File: config.mk
export PLATFORM = sky130hd
export DESIGN_NAME = scrolling_two_line_display_framer
export DESIGN_NICKNAME = d
export VERILOG_FILES = /design/src/stldf_pkg.sv /design/src/stldf_front.sv /design/src/stldf_back.sv /design/src/scrolling_two_line_display_framer.sv
export SDC_FILE = /design/constraint.sdc
export NUM_CORES = 2
export LEC_CHECK = 0
export BUFFER_PORTS_ARGS = -buffer_cell sky130_fd_sc_hd__buf_2
export CAP_MARGIN = 5
export CORE_ASPECT_RATIO = 1.5
export CORE_MARGIN = 2
export CORE_UTILIZATION = 40
export DETAILED_ROUTE_END_ITERATION = 12
export SYNTH_ARGS = -nofsm -noshare
export SYNTH_HDL_FRONTEND = slang
export SYNTH_SLANG_ARGS = --single-unit
File: constraint.sdc
create_clock -name clk -period 6.3 [get_ports clk]
set_input_delay 0.63 -clock clk [delete_from_list [all_inputs] [get_ports clk]]
set_output_delay 0.63 -clock clk [all_outputs]
set_load 0.02 [all_outputs]
File: src/stldf_pkg.sv
package stldf_pkg;

	localparam int MAX_LINE_LEN_DEF = 64;
	localparam int WIN = 8;
	localparam int ADDR_W = 3;

	localparam logic [7:0] START_BYTE = 8'h0F;
	localparam logic [7:0] SPACE_CHAR = 8'h20;
	localparam logic [7:0] INV_MASK = 8'hFF;
	localparam logic [7:0] SUM_INIT = INV_MASK ^ START_BYTE;
	localparam logic [15:0] REFRESH_RST = 16'd300;

	// word index of the refresh register (paddr bit 2)
	localparam logic REG_REFRESH = 1'b0;

	typedef enum logic [1:0] {
		CMD_LOAD  = 2'd0,
		CMD_CLEAR = 2'd1,
		CMD_TICK  = 2'd2,
		CMD_NONE  = 2'd3
	} cmd_t;

	typedef struct packed {
		cmd_t       cmd;
		logic       sel;
		logic [7:0] ch;
		logic       last;
	} op_t;

	typedef enum logic [2:0] {
		ST_IDLE,
		ST_START,
		ST_READ,
		ST_EMIT,
		ST_SUM
	} eng_state_t;

endpackage

File: src/stldf_front.sv
module stldf_front (
	input  logic                clk,
	input  logic                arst_n,
	input  logic                s_tvalid,
	output logic                s_tready,
	input  logic [7:0]          s_tdata,   // char_code
	input  logic [2:0]          s_tuser,   // command[1:0], line_select[2]
	input  logic                s_tlast,   // last_char
	output logic                op_valid,
	input  logic                op_ready,
	output stldf_pkg::op_t      op
);
	import stldf_pkg::*;

	op_t        ent_q [2];
	logic       wp_q;
	logic       rp_q;
	logic [1:0] cnt_q;
	op_t        in_op;
	logic       push;
	logic       pop;

	always_comb begin
		in_op.cmd  = cmd_t'(s_tuser[1:0]);
		in_op.sel  = s_tuser[2];
		in_op.ch   = s_tdata;
		in_op.last = s_tlast;
	end

	assign s_tready = (cnt_q != 2'd2);
	// unused command code is taken and dropped here
	assign push     = s_tvalid && s_tready && (in_op.cmd != CMD_NONE);
	assign op_valid = (cnt_q != 2'd0);
	assign op       = ent_q[rp_q];
	assign pop      = op_valid && op_ready;

	always_ff @(posedge clk) begin
		if (push) begin
			ent_q[wp_q] <= in_op;
		end
	end

	always_ff @(posedge clk or negedge arst_n) begin
		if (!arst_n) begin
			wp_q  <= 1'b0;
			rp_q  <= 1'b0;
			cnt_q <= 2'd0;
		end else begin
			if (push) begin
				wp_q <= ~wp_q;
			end
			if (pop) begin
				rp_q <= ~rp_q;
			end
			if (push && !pop) begin
				cnt_q <= cnt_q + 2'd1;
			end else if (pop && !push) begin
				cnt_q <= cnt_q - 2'd1;
			end
		end
	end

endmodule

File: src/stldf_back.sv
module stldf_back #(
	parameter int MAX_LINE_LEN = stldf_pkg::MAX_LINE_LEN_DEF
) (
	input  logic                clk,
	input  logic                arst_n,
	input  logic [15:0]         refresh_time,
	input  logic                op_valid,
	output logic                op_ready,
	input  stldf_pkg::op_t      op,
	output logic                m_tvalid,
	input  logic                m_tready,
	output logic [7:0]          m_tdata,
	output logic                m_tlast
);
	import stldf_pkg::*;

	localparam int LEN_W = $clog2(MAX_LINE_LEN + 1);
	localparam int IDX_W = $clog2(MAX_LINE_LEN);
	localparam int SW    = LEN_W + 1;
	localparam int MEM_D = 2 * (1 << IDX_W);

	eng_state_t state_q, state_d;

	logic [LEN_W-1:0] len_q [2];
	logic [LEN_W-1:0] ptr_q [2];
	logic [IDX_W-1:0] pos_q [2];
	logic [15:0]      ms_q;
	logic [3:0]       i_q;
	logic [7:0]       sum_q;

	logic [7:0]       mem [MEM_D];
	logic [7:0]       rd_q;
	logic             use_q;

	logic             ovalid_q;
	logic [7:0]       odata_q;
	logic             olast_q;
	logic             slot_free;

	// load path
	logic [LEN_W-1:0] lp;
	logic [LEN_W-1:0] lp_inc;
	logic             room;
	logic             wr_en;
	logic [IDX_W:0]   wr_addr;

	// tick path
	logic [15:0]      ms_inc;
	logic             fire;

	// window lookup
	logic [LEN_W-1:0] cur_len;
	logic [IDX_W-1:0] cur_pos;
	logic [2:0]       j;
	logic             is_long;
	logic [SW-1:0]    idx_l;
	logic             in_l;
	logic [3:0]       len4;
	logic [3:0]       left4;
	logic [3:0]       j4;
	logic [3:0]       idx_s;
	logic             in_s;
	logic [IDX_W-1:0] rd_idx;
	logic [IDX_W:0]   rd_addr;
	logic             use_char;
	logic [7:0]       cur_ch;

	logic [IDX_W-1:0] pos_nx [2];

	logic             do_op;
	logic             emit_en;
	logic [7:0]       emit_byte;
	logic             emit_last;

	assign slot_free = !ovalid_q || m_tready;

	// load
	assign lp      = op.sel ? ptr_q[1] : ptr_q[0];
	assign room    = lp < LEN_W'(MAX_LINE_LEN);
	assign lp_inc  = room ? lp + LEN_W'(1) : lp;
	assign wr_en   = do_op && (op.cmd == CMD_LOAD) && room;
	assign wr_addr = {op.sel, lp[IDX_W-1:0]};

	// tick
	assign ms_inc = (ms_q == 16'hFFFF) ? ms_q : ms_q + 16'd1;
	assign fire   = (ms_inc >= refresh_time) &&
		((len_q[0] != '0) || (len_q[1] != '0));

	// window character lookup for position i_q
	assign cur_len = i_q[3] ? len_q[1] : len_q[0];
	assign cur_pos = i_q[3] ? pos_q[1] : pos_q[0];
	assign j       = i_q[2:0];
	assign is_long = cur_len > LEN_W'(WIN);
	assign idx_l   = SW'(cur_pos) + SW'(j);
	assign in_l    = idx_l < SW'(cur_len);
	// short line: centred, odd spare space on the left
	assign len4    = cur_len[3:0];
	assign left4   = ((4'd8 - len4) >> 1) + {3'b000, len4[0]};
	assign j4      = {1'b0, j};
	assign in_s    = (j4 >= left4) && (j4 < left4 + len4);
	assign idx_s   = j4 - left4;
	assign rd_idx  = is_long ? idx_l[IDX_W-1:0] : IDX_W'(idx_s);
	assign rd_addr = {i_q[3], rd_idx};
	assign use_char = is_long ? in_l : in_s;
	assign cur_ch  = use_q ? rd_q : SPACE_CHAR;

	// scroll advance after a frame
	always_comb begin
		for (int n = 0; n < 2; n++) begin
			if ((len_q[n] > LEN_W'(WIN)) &&
				(SW'(pos_q[n]) < SW'(len_q[n]) - SW'(WIN))) begin
				pos_nx[n] = pos_q[n] + IDX_W'(1);
			end else begin
				pos_nx[n] = '0;
			end
		end
	end

	always_comb begin
		state_d   = state_q;
		op_ready  = 1'b0;
		do_op     = 1'b0;
		emit_en   = 1'b0;
		emit_byte = START_BYTE;
		emit_last = 1'b0;
		case (state_q)
			ST_IDLE: begin
				op_ready = 1'b1;
				if (op_valid) begin
					do_op = 1'b1;
					if ((op.cmd == CMD_TICK) && fire) begin
						state_d = ST_START;
					end
				end
			end
			ST_START: begin
				if (slot_free) begin
					emit_en = 1'b1;
					state_d = ST_READ;
				end
			end
			ST_READ: begin
				state_d = ST_EMIT;
			end
			ST_EMIT: begin
				emit_byte = cur_ch ^ INV_MASK;
				if (slot_free) begin
					emit_en = 1'b1;
					state_d = (i_q == 4'd15) ? ST_SUM : ST_READ;
				end
			end
			ST_SUM: begin
				emit_byte = sum_q;
				emit_last = 1'b1;
				if (slot_free) begin
					emit_en = 1'b1;
					state_d = ST_IDLE;
				end
			end
			default: begin
				state_d = ST_IDLE;
			end
		endcase
	end

	always_ff @(posedge clk or negedge arst_n) begin
		if (!arst_n) begin
			state_q <= ST_IDLE;
		end else begin
			state_q <= state_d;
		end
	end

	always_ff @(posedge clk) begin
		if (wr_en) begin
			mem[wr_addr] <= op.ch;
		end
	end

	always_ff @(posedge clk) begin
		if (state_q == ST_READ) begin
			rd_q  <= mem[rd_addr];
			use_q <= use_char;
		end
	end

	always_ff @(posedge clk or negedge arst_n) begin
		if (!arst_n) begin
			for (int n = 0; n < 2; n++) begin
				len_q[n] <= '0;
				ptr_q[n] <= '0;
				pos_q[n] <= '0;
			end
			ms_q  <= '0;
			i_q   <= '0;
			sum_q <= SUM_INIT;
		end else begin
			if (do_op) begin
				case (op.cmd)
					CMD_LOAD: begin
						if (op.last) begin
							len_q[op.sel] <= lp_inc;
							ptr_q[op.sel] <= '0;
						end else begin
							ptr_q[op.sel] <= lp_inc;
						end
					end
					CMD_CLEAR: begin
						len_q[op.sel] <= '0;
						ptr_q[op.sel] <= '0;
						pos_q[op.sel] <= '0;
					end
					CMD_TICK: begin
						ms_q <= fire ? 16'd0 : ms_inc;
					end
					default: begin
					end
				endcase
			end
			if ((state_q == ST_START) && slot_free) begin
				i_q   <= '0;
				sum_q <= SUM_INIT;
			end
			if ((state_q == ST_EMIT) && slot_free) begin
				i_q   <= i_q + 4'd1;
				sum_q <= sum_q + cur_ch;
			end
			if ((state_q == ST_SUM) && slot_free) begin
				pos_q[0] <= pos_nx[0];
				pos_q[1] <= pos_nx[1];
			end
		end
	end

	// output register
	always_ff @(posedge clk or negedge arst_n) begin
		if (!arst_n) begin
			ovalid_q <= 1'b0;
		end else if (emit_en) begin
			ovalid_q <= 1'b1;
		end else if (m_tready) begin
			ovalid_q <= 1'b0;
		end
	end

	always_ff @(posedge clk) begin
		if (emit_en) begin
			odata_q <= emit_byte;
			olast_q <= emit_last;
		end
	end

	assign m_tvalid = ovalid_q;
	assign m_tdata  = odata_q;
	assign m_tlast  = olast_q;

endmodule

File: src/scrolling_two_line_display_framer.sv
// Two-line text display framer. Items on the input stream load a character
// into the upper or lower line, clear a line, or mark one millisecond tick;
// a tick that brings the count to refresh_time while some line holds text
// starts an 18-byte frame on the output stream (start byte, sixteen inverted
// window characters, checksum flagged by tlast). Input items go through a
// two-entry queue at one per cycle while it has room, so the input keeps
// taking up to two items while a frame is being sent. The frame engine
// handles one queued item at a time; a tick that starts a frame holds the
// engine, and longer under output stall, through the tick itself, the start
// byte, a registered read and an emit for each of the sixteen characters,
// then the checksum byte. refresh_time is at APB address 0 and resets to 300.
module scrolling_two_line_display_framer #(
	parameter int MAX_LINE_LEN = stldf_pkg::MAX_LINE_LEN_DEF
) (
	input  logic                          clk,
	input  logic                          arst_n,
	input  logic                          s_tvalid,
	output logic                          s_tready,
	input  logic [7:0]                    s_tdata,   // char_code
	input  logic [2:0]                    s_tuser,   // command[1:0], line_select[2]
	input  logic                          s_tlast,   // last_char
	output logic                          m_tvalid,
	input  logic                          m_tready,
	output logic [7:0]                    m_tdata,   // frame_byte
	output logic                          m_tlast,   // frame_last
	input  logic                          psel,
	input  logic                          penable,
	input  logic                          pwrite,
	input  logic [stldf_pkg::ADDR_W-1:0]  paddr,
	input  logic [31:0]                   pwdata,
	output logic [31:0]                   prdata,
	output logic                          pready
);
	import stldf_pkg::*;

	logic [15:0] refresh_q;
	logic        op_valid;
	logic        op_ready;
	op_t         op;

	assign pready = 1'b1;
	assign prdata = (paddr[ADDR_W-1] == REG_REFRESH) ? {16'b0, refresh_q} : 32'b0;

	always_ff @(posedge clk or negedge arst_n) begin
		if (!arst_n) begin
			refresh_q <= REFRESH_RST;
		end else if (psel && penable && pwrite && pready &&
			(paddr[ADDR_W-1] == REG_REFRESH)) begin
			refresh_q <= pwdata[15:0];
		end
	end

	stldf_front u_front (
		.clk      (clk),
		.arst_n   (arst_n),
		.s_tvalid (s_tvalid),
		.s_tready (s_tready),
		.s_tdata  (s_tdata),
		.s_tuser  (s_tuser),
		.s_tlast  (s_tlast),
		.op_valid (op_valid),
		.op_ready (op_ready),
		.op       (op)
	);

	stldf_back #(
		.MAX_LINE_LEN (MAX_LINE_LEN)
	) u_back (
		.clk          (clk),
		.arst_n       (arst_n),
		.refresh_time (refresh_q),
		.op_valid     (op_valid),
		.op_ready     (op_ready),
		.op           (op),
		.m_tvalid     (m_tvalid),
		.m_tready     (m_tready),
		.m_tdata      (m_tdata),
		.m_tlast      (m_tlast)
	);

endmodule

* Word-level counts from Yosys, hierarchy flattened *
Memories as Yosys holds them, arrays and structs flattened. A register that Yosys moved wholly into a read port is not among the register bits.
Cells that the tools add are included.

storage, ports and cells
  logic and storage cells = 165
  memories kept = 2
  output and inout port bits = 44
  memory bits (writable) = 1048
  flip-flop bits (word level) = 102

cells by class
  add/sub/neg operators = 15
  reductions and logical operators = 41
  order comparisons = 12
  equal/unequal tests = 16
  multiplexer cells = 51
  bitwise logic cells = 10

memory list
  memory         words  width  rd ports  clocked after memory_dff  write ports  line               text
  u_back.mem     128    8      1         1                         1            stldf_back.sv:31   logic [7:0] mem [MEM_D];
  u_front.ent_q  2      12     1         0                         1            stldf_front.sv:15  op_t ent_q [2];

operators by type and width
  kind                     count
  $pmux W14 S2             2
  $mux W16                 3
  $mux W12                 3
  $mux W6                  5
  $and A14 B14 Y14         2
  $bwmux W14               2
  $mux W14                 2
  $mux W7                  4
  $mux W8                  3
  $gt A7 B4 Y1 const B     3
  $logic_and A1 B1 Y1      19
  $mux W3                  6
  $add A16 B1 Y16 const B  1
  $eq A16 B16 Y1 const B   1
  $ge A16 B16 Y1           1
  $lt A6 B8 Y1             2
  $pmux W8 S2              1
  $sub A7 B4 Y8 const B    2
  $pmux W3 S5              1
  $not A14 Y14             1
  $reduce_bool A2 Y1       7
  $reduce_bool A7 Y1       2
  $mux W1                  13
  $add A6 B1 Y6 const B    2
  41 further kinds         57

* Longest topological paths before layout *
An unclocked memory read counts as a cell.

  depth after elaboration = 11
  depth in mapped cells = 19
  mapped depth without buffers = 16

* Hierarchy *
Synthesis repeated with hierarchy kept, for this count alone.

second synthesis, totals
  cell total of the unflattened synthesis = 3718
  area total of the unflattened synthesis = 49082.1 µm²

by module, submodules not included
  module                             area an instance (µm²)  cells an instance  times used
  stldf_back                         47080.2                 3591               1
  stldf_front                        1097.3                  57                 1
  scrolling_two_line_display_framer  904.6                   70                 1

* Least setup slack after synthesis *
Ideal clock, no wire load.

  path type = register to register
  start = register u_back.i_q[3]
  end = register u_back.rd_q[3] (read register of u_back.mem), data pin
  data required time = 6.171 ns
  path slack = 1.812 ns
  setup time = 0.129 ns
  cell stages (with the launch flop) = 20
  arrival = 4.359 ns
  clock period less this slack = 4.488 ns
  path through = dfrtp_1 buf_2 mux2i_1 ha_1 inv_1 xnor2_1 ha_1 xor2_1 xnor2_1 ha_1 xnor2_1 nor2_1 mux2i_1 clkbuf_1 clkbuf_1 a211oi_1 o41ai_1 o21ai_0 nor4_1 or4_1

between the ends
  longest elaborated chain between the ends = 5
  elaborated cells between the ends (all ways) = 8

RTL lines
  what                    line               text
  start, declared         stldf_back.sv:28   logic [3:0] i_q;
  start signal, assigned  stldf_back.sv:225  i_q <= i_q + 4'd1;
  $mux W7                 stldf_back.sv:90   assign cur_len = i_q[3] ? len_q[1] : len_q[0];
  $sub A4 B4 Y4           stldf_back.sv:98   assign left4 = ((4'd8 - len4) >> 1) + {3'b000, len4[0]};
  $add A3 B1 Y4           stldf_back.sv:98
  $sub A3 B4 Y4           stldf_back.sv:101  assign idx_s = j4 - left4;
  $mux W6                 stldf_back.sv:102  assign rd_idx = is_long ? idx_l[IDX_W-1:0] : IDX_W'(idx_s);
  end, declared           stldf_back.sv:32   logic [7:0] rd_q;

Parallel ways exist; a longest one is shown, timed or not.
A chain may end at the register's enable or synchronous reset.

* Worst setup path after layout *
  start = register u_back.i_q[3]
  end = register u_back.rd_q[0] (read register of u_back.mem), data pin

The elaborated chain is that of the path after synthesis.

==> impl_metrics.csv <==
group,metric,value,unit
detailed_routing,detail_route.wirelength.met1,48900,µm
timing,period_share,92.2,%
floorplan,die_h,431,µm
detailed_routing,route.top_layer_used,"met5",
synthesis,synthesis.yosys.warnings,0,
setup_path,cp-end-kind,"flop",
synthesis,synth_top_cell_by_area,"edfxtp_1",
setup_path,r2r_start,"u_back.i_q[3]",
power,powerDensity,533,nW/µm²
outcome,status,"finished, final reports clean",
synthesis,synth_adder_area_share,1.67,%
global_routing,grt_first_pass_wirelength,185000,µm
cells_and_area,antenna_cells_inserted,0,
cells_and_area,area.growth.synth_to_final,11.8,%
setup_path,cpPeakStageDelay,0.66,ns
timing,max_slew_margin,29.5,%
synthesis,synth_sequential_area_ratio,70.6,%
cells_and_area,layout-drive-gt1-share,11.3,%
timing,post-route-min-period,5.81,ns
synthesis,syn-instance-count,3466,
timing,slew_violations,0,
setup_path,worst-r2r-setup-slack,0.49,ns
detailed_routing,drt_drc_violations_left,0,
floorplan,die_w,289,µm
power,fin_total_pwr,29.0,mW
detailed_routing,vias_per_cell,5.63,
setup_path,critPathTopFamily,"XOR/XNOR gates",
timing,final.setup.tns,0,ns
worst_hold_path,min_path_cells,1,
place,place_hpwl,78700,µm
detailed_routing,dr.first_iter.drc_count,2822,
worst_hold_path,worst_hold_path.endpoint,"u_front.ent_q[1][8]",
timing,timing_worst_slew_pin_value,1.06,ns
timing,final-setup-viol-count,0,
global_routing,antenna_violations_before_repair,1,
setup_path,critPathSlowestCell,"dfrtp_1",
setup_path,worstRegToRegCells,17,
synthesis,synth_top_flop_cell,"edfxtp_1",
setup_path,crit-reg2reg-capture,"u_back.rd_q[0]",
flow_run,max_cap_violations,0,
power,vdd_drop_max,0.582,mV
synthesis,synth.avg_cell_area,14.0,µm²
floorplan,floorplan.initialDensity,40.3,%
place,port_buffers,62,
detailed_routing,totalWireLength,125000,µm
worst_hold_path,min_from,"s_tdata[7]",
cells_and_area,layout.nets,3645,
timing,rsz0062_at_grt,"false",
synthesis,synth.cell_area,48600,µm²
setup_path,timing.critical_path.cells,"mux2i_1 > ha_1 > inv_1 > xnor2_1 > ha_1 > xor2_1 > xnor2_1 > ha_1 > xnor2_1 > nor2_1 > mux2i_4 > buf_4 > a211oi_1 > o41ai_1 > o21ai_1 > nor4_1 > or4_1",
cells_and_area,highest_count_cells_in_the_layout_ignoring_fill_and_taps,"edfxtp_1 (1,066), nand2_1 (486), nor2_1 (202)",
detailed_routing,met2RoutedLength,64100,µm
detailed_routing,final_ant_viol_nets,0,
setup_path,crit_type,"reg -> reg",
global_routing,vias_in_the_first_global_route,28900,
clock_network,postCtsSetupRepairBufs,0,
clock_network,worst_setup_hold_path_clk_slew,0.07,ns
synthesis,synth.area.top_cells,"edfxtp_1 (66%), dfrtp_1 (4.3%), nand2_1 (3.8%)",
synthesis,synth-seq-cells,1158,
synthesis,synth_top_family_by_area,"simple AND/OR/NAND/NOR gates",
synthesis,synth_compound_gate_area_share,9.02,%
clock_network,cts.sink_count,1158,
detailed_routing,wl_per_cell,24.1,µm
synthesis,number_of_enable_type_register_cells_in_the_synthesized_netlist,1066,
cells_and_area,mostFrequentLayoutCell,"edfxtp_1",
setup_path,startpoint,"u_back.i_q[3]",
synthesis,ys_async_sr_fraction,7.94,%
worst_hold_path,hold_crit_class,"in -> reg",
synthesis,yosys-mux-area-fraction,5.09,%
clock_network,ctsHtreeMaxLevel,3,
place,gpl.final_weighted_congestion,0.907,
timing,hold_violations,0,
floorplan,coreArea,121000,µm²
synthesis,yosys.area_share.simple,10.2,%
setup_path,arrival,6.39,ns
synthesis,netlist.area_leader.share,65.8,%
synthesis,synthDistinctLibCells,66,
setup_path,path_buf_inv,2,
detailed_routing,detailroute.via_count,29200,
setup_path,critical_path.startpoint_type,"flop",
clock_network,cts.hold.buffers_added,1,
timing,fmax,172,MHz
global_routing,global_route_usage_over_all_layers,19.9,%
clock_network,cts_root_buffer,"clkbuf_16",
clock_network,clock_insertion_delay_worst_skew,0.71,ns
clock_network,cts_inserted_buffers,104,
cells_and_area,num-fill-cells,10600,
detailed_routing,drt-pass1-iter-count,5,
setup_path,path_max_fanout,16,
floorplan,boundaryPins,98,
synthesis,synthXorXnorAreaFrac,0.774,%
timing,finClkSkew,0.0277,ns
global_routing,gr-total-overflow,0,
detailed_routing,dr_wl_met3,7040,µm
global_routing,grt_max_degree,93,
clock_network,max-clock-path-buffers,3,
power,leakagePower,19.0,nW
setup_path,required,6.88,ns
floorplan,placement_rows,156,
floorplan,fp.dieArea,124000,µm²
clock_network,tritoncts,"built",
clock_network,cts_resized,0,
## registers in the layout, indices dropped and copies added, names as in the netlist, 3 cells and up
name            flops
refresh_q          16
u_front.ent_q      24
u_back.ms_q        16
u_back.i_q          4
u_back.m_tdata      8
u_back.state_q      3
u_back.mem       1024
u_back.sum_q        8
u_back.pos_q       12
u_back.len_q       14
u_back.ptr_q       14
u_back.rd_q         8
## report_power, final
group / switching (mW) / leakage (nW) / total [mW] / internal [mW]
logic: 9.10 / 6.57 / 13.1 / 4.02
clock network: 2.79 / 1.62 / 6.29 / 3.50
registers: 0.165 / 10.8 / 9.56 / 9.40
total: 12.1 / 19.0 / 29.0 / 16.9
## Yosys cell counts, types with 61 or more instances
cell type  number
edfxtp_1     1066
nand2_1       487
nor2_1        202
mux2i_1       177
and3_1        167
a211oi_1      162
a32oi_1       154
clkbuf_1      129
a21oi_1        96
nand3_1        94
dfrtp_1        84
buf_2          67
mux2_2         61
## final cells by class
class	count	area, µm²	share of cell area (%)
Tap cell	1580	1980	3.64
Clock buffer	130	2750	5.06
Timing Repair Buffer	172	1290	2.38
Clock inverter	62	579	1.07
Multi-Input combinational cell	2043	13300	24.4
Sequential cell	1158	34300	63.1
Inverter	49	184	0.338
## through the flow
step	hold WS [ns]	util (%)	instance area (µm²)	std cells	setup WS, ns
2_1_floorplan	0.334	-	48700	3481	1.81
3_3_place_gp	0.466	42.3	51000	5001	0.487
3_5_place_dp	0.463	42.3	51000	5001	0.466
4_1_cts	0.0637	45.1	54400	5194	0.433
5_1_grt	0.0929	45.1	54400	5194	0.184
6_report	0.115	45.1	54400	5194	0.492
## cells by family (layout without fill, tap and decap cells)
group	Yosys count	after routing
XOR/XNOR	43	43
multiplexers	239	239
buffers and inverters	280	413
AND/OR/NAND/NOR	1086	1086
flip-flops	1158	1158
adder cells (fa/ha/maj)	63	63
other	2	17
AO/OA/AOI/OAI	595	595
## worst max-delay path by stage
stage | to | cells past startpoint
after floorplan | u_back.rd_q[3] | 19
after global placement | u_back.rd_q[0] | 18
after detailed placement | u_back.rd_q[0] | 17
after CTS | u_back.rd_q[0] | 17
after global routing | u_back.rd_q[0] | 18
final | u_back.rd_q[0] | 17
## worst reg2reg max path: stages, from the launching register on
cell      delay [ns]
dfrtp_1         0.66
mux2i_1         0.36
ha_1            0.29
inv_1           0.09
xnor2_1         0.14
ha_1            0.21
xor2_1          0.17
xnor2_1         0.30
ha_1            0.35
xnor2_1         0.40
nor2_1          0.16
mux2i_4         0.59
buf_4           0.27
a211oi_1        0.08
o41ai_1         0.54
o21ai_1         0.25
nor4_1          0.62
or4_1           0.20
## routing by layer
layer / up-vias / GRT usage, %
met5: - / 0
met3: 214 / 2.67
met2: 995 / 35.2
met1: 14700 / 24.2
met4: 2 / 8.48
li1: 13400 / -
Note: power is estimated with default switching activity, not from simulation.
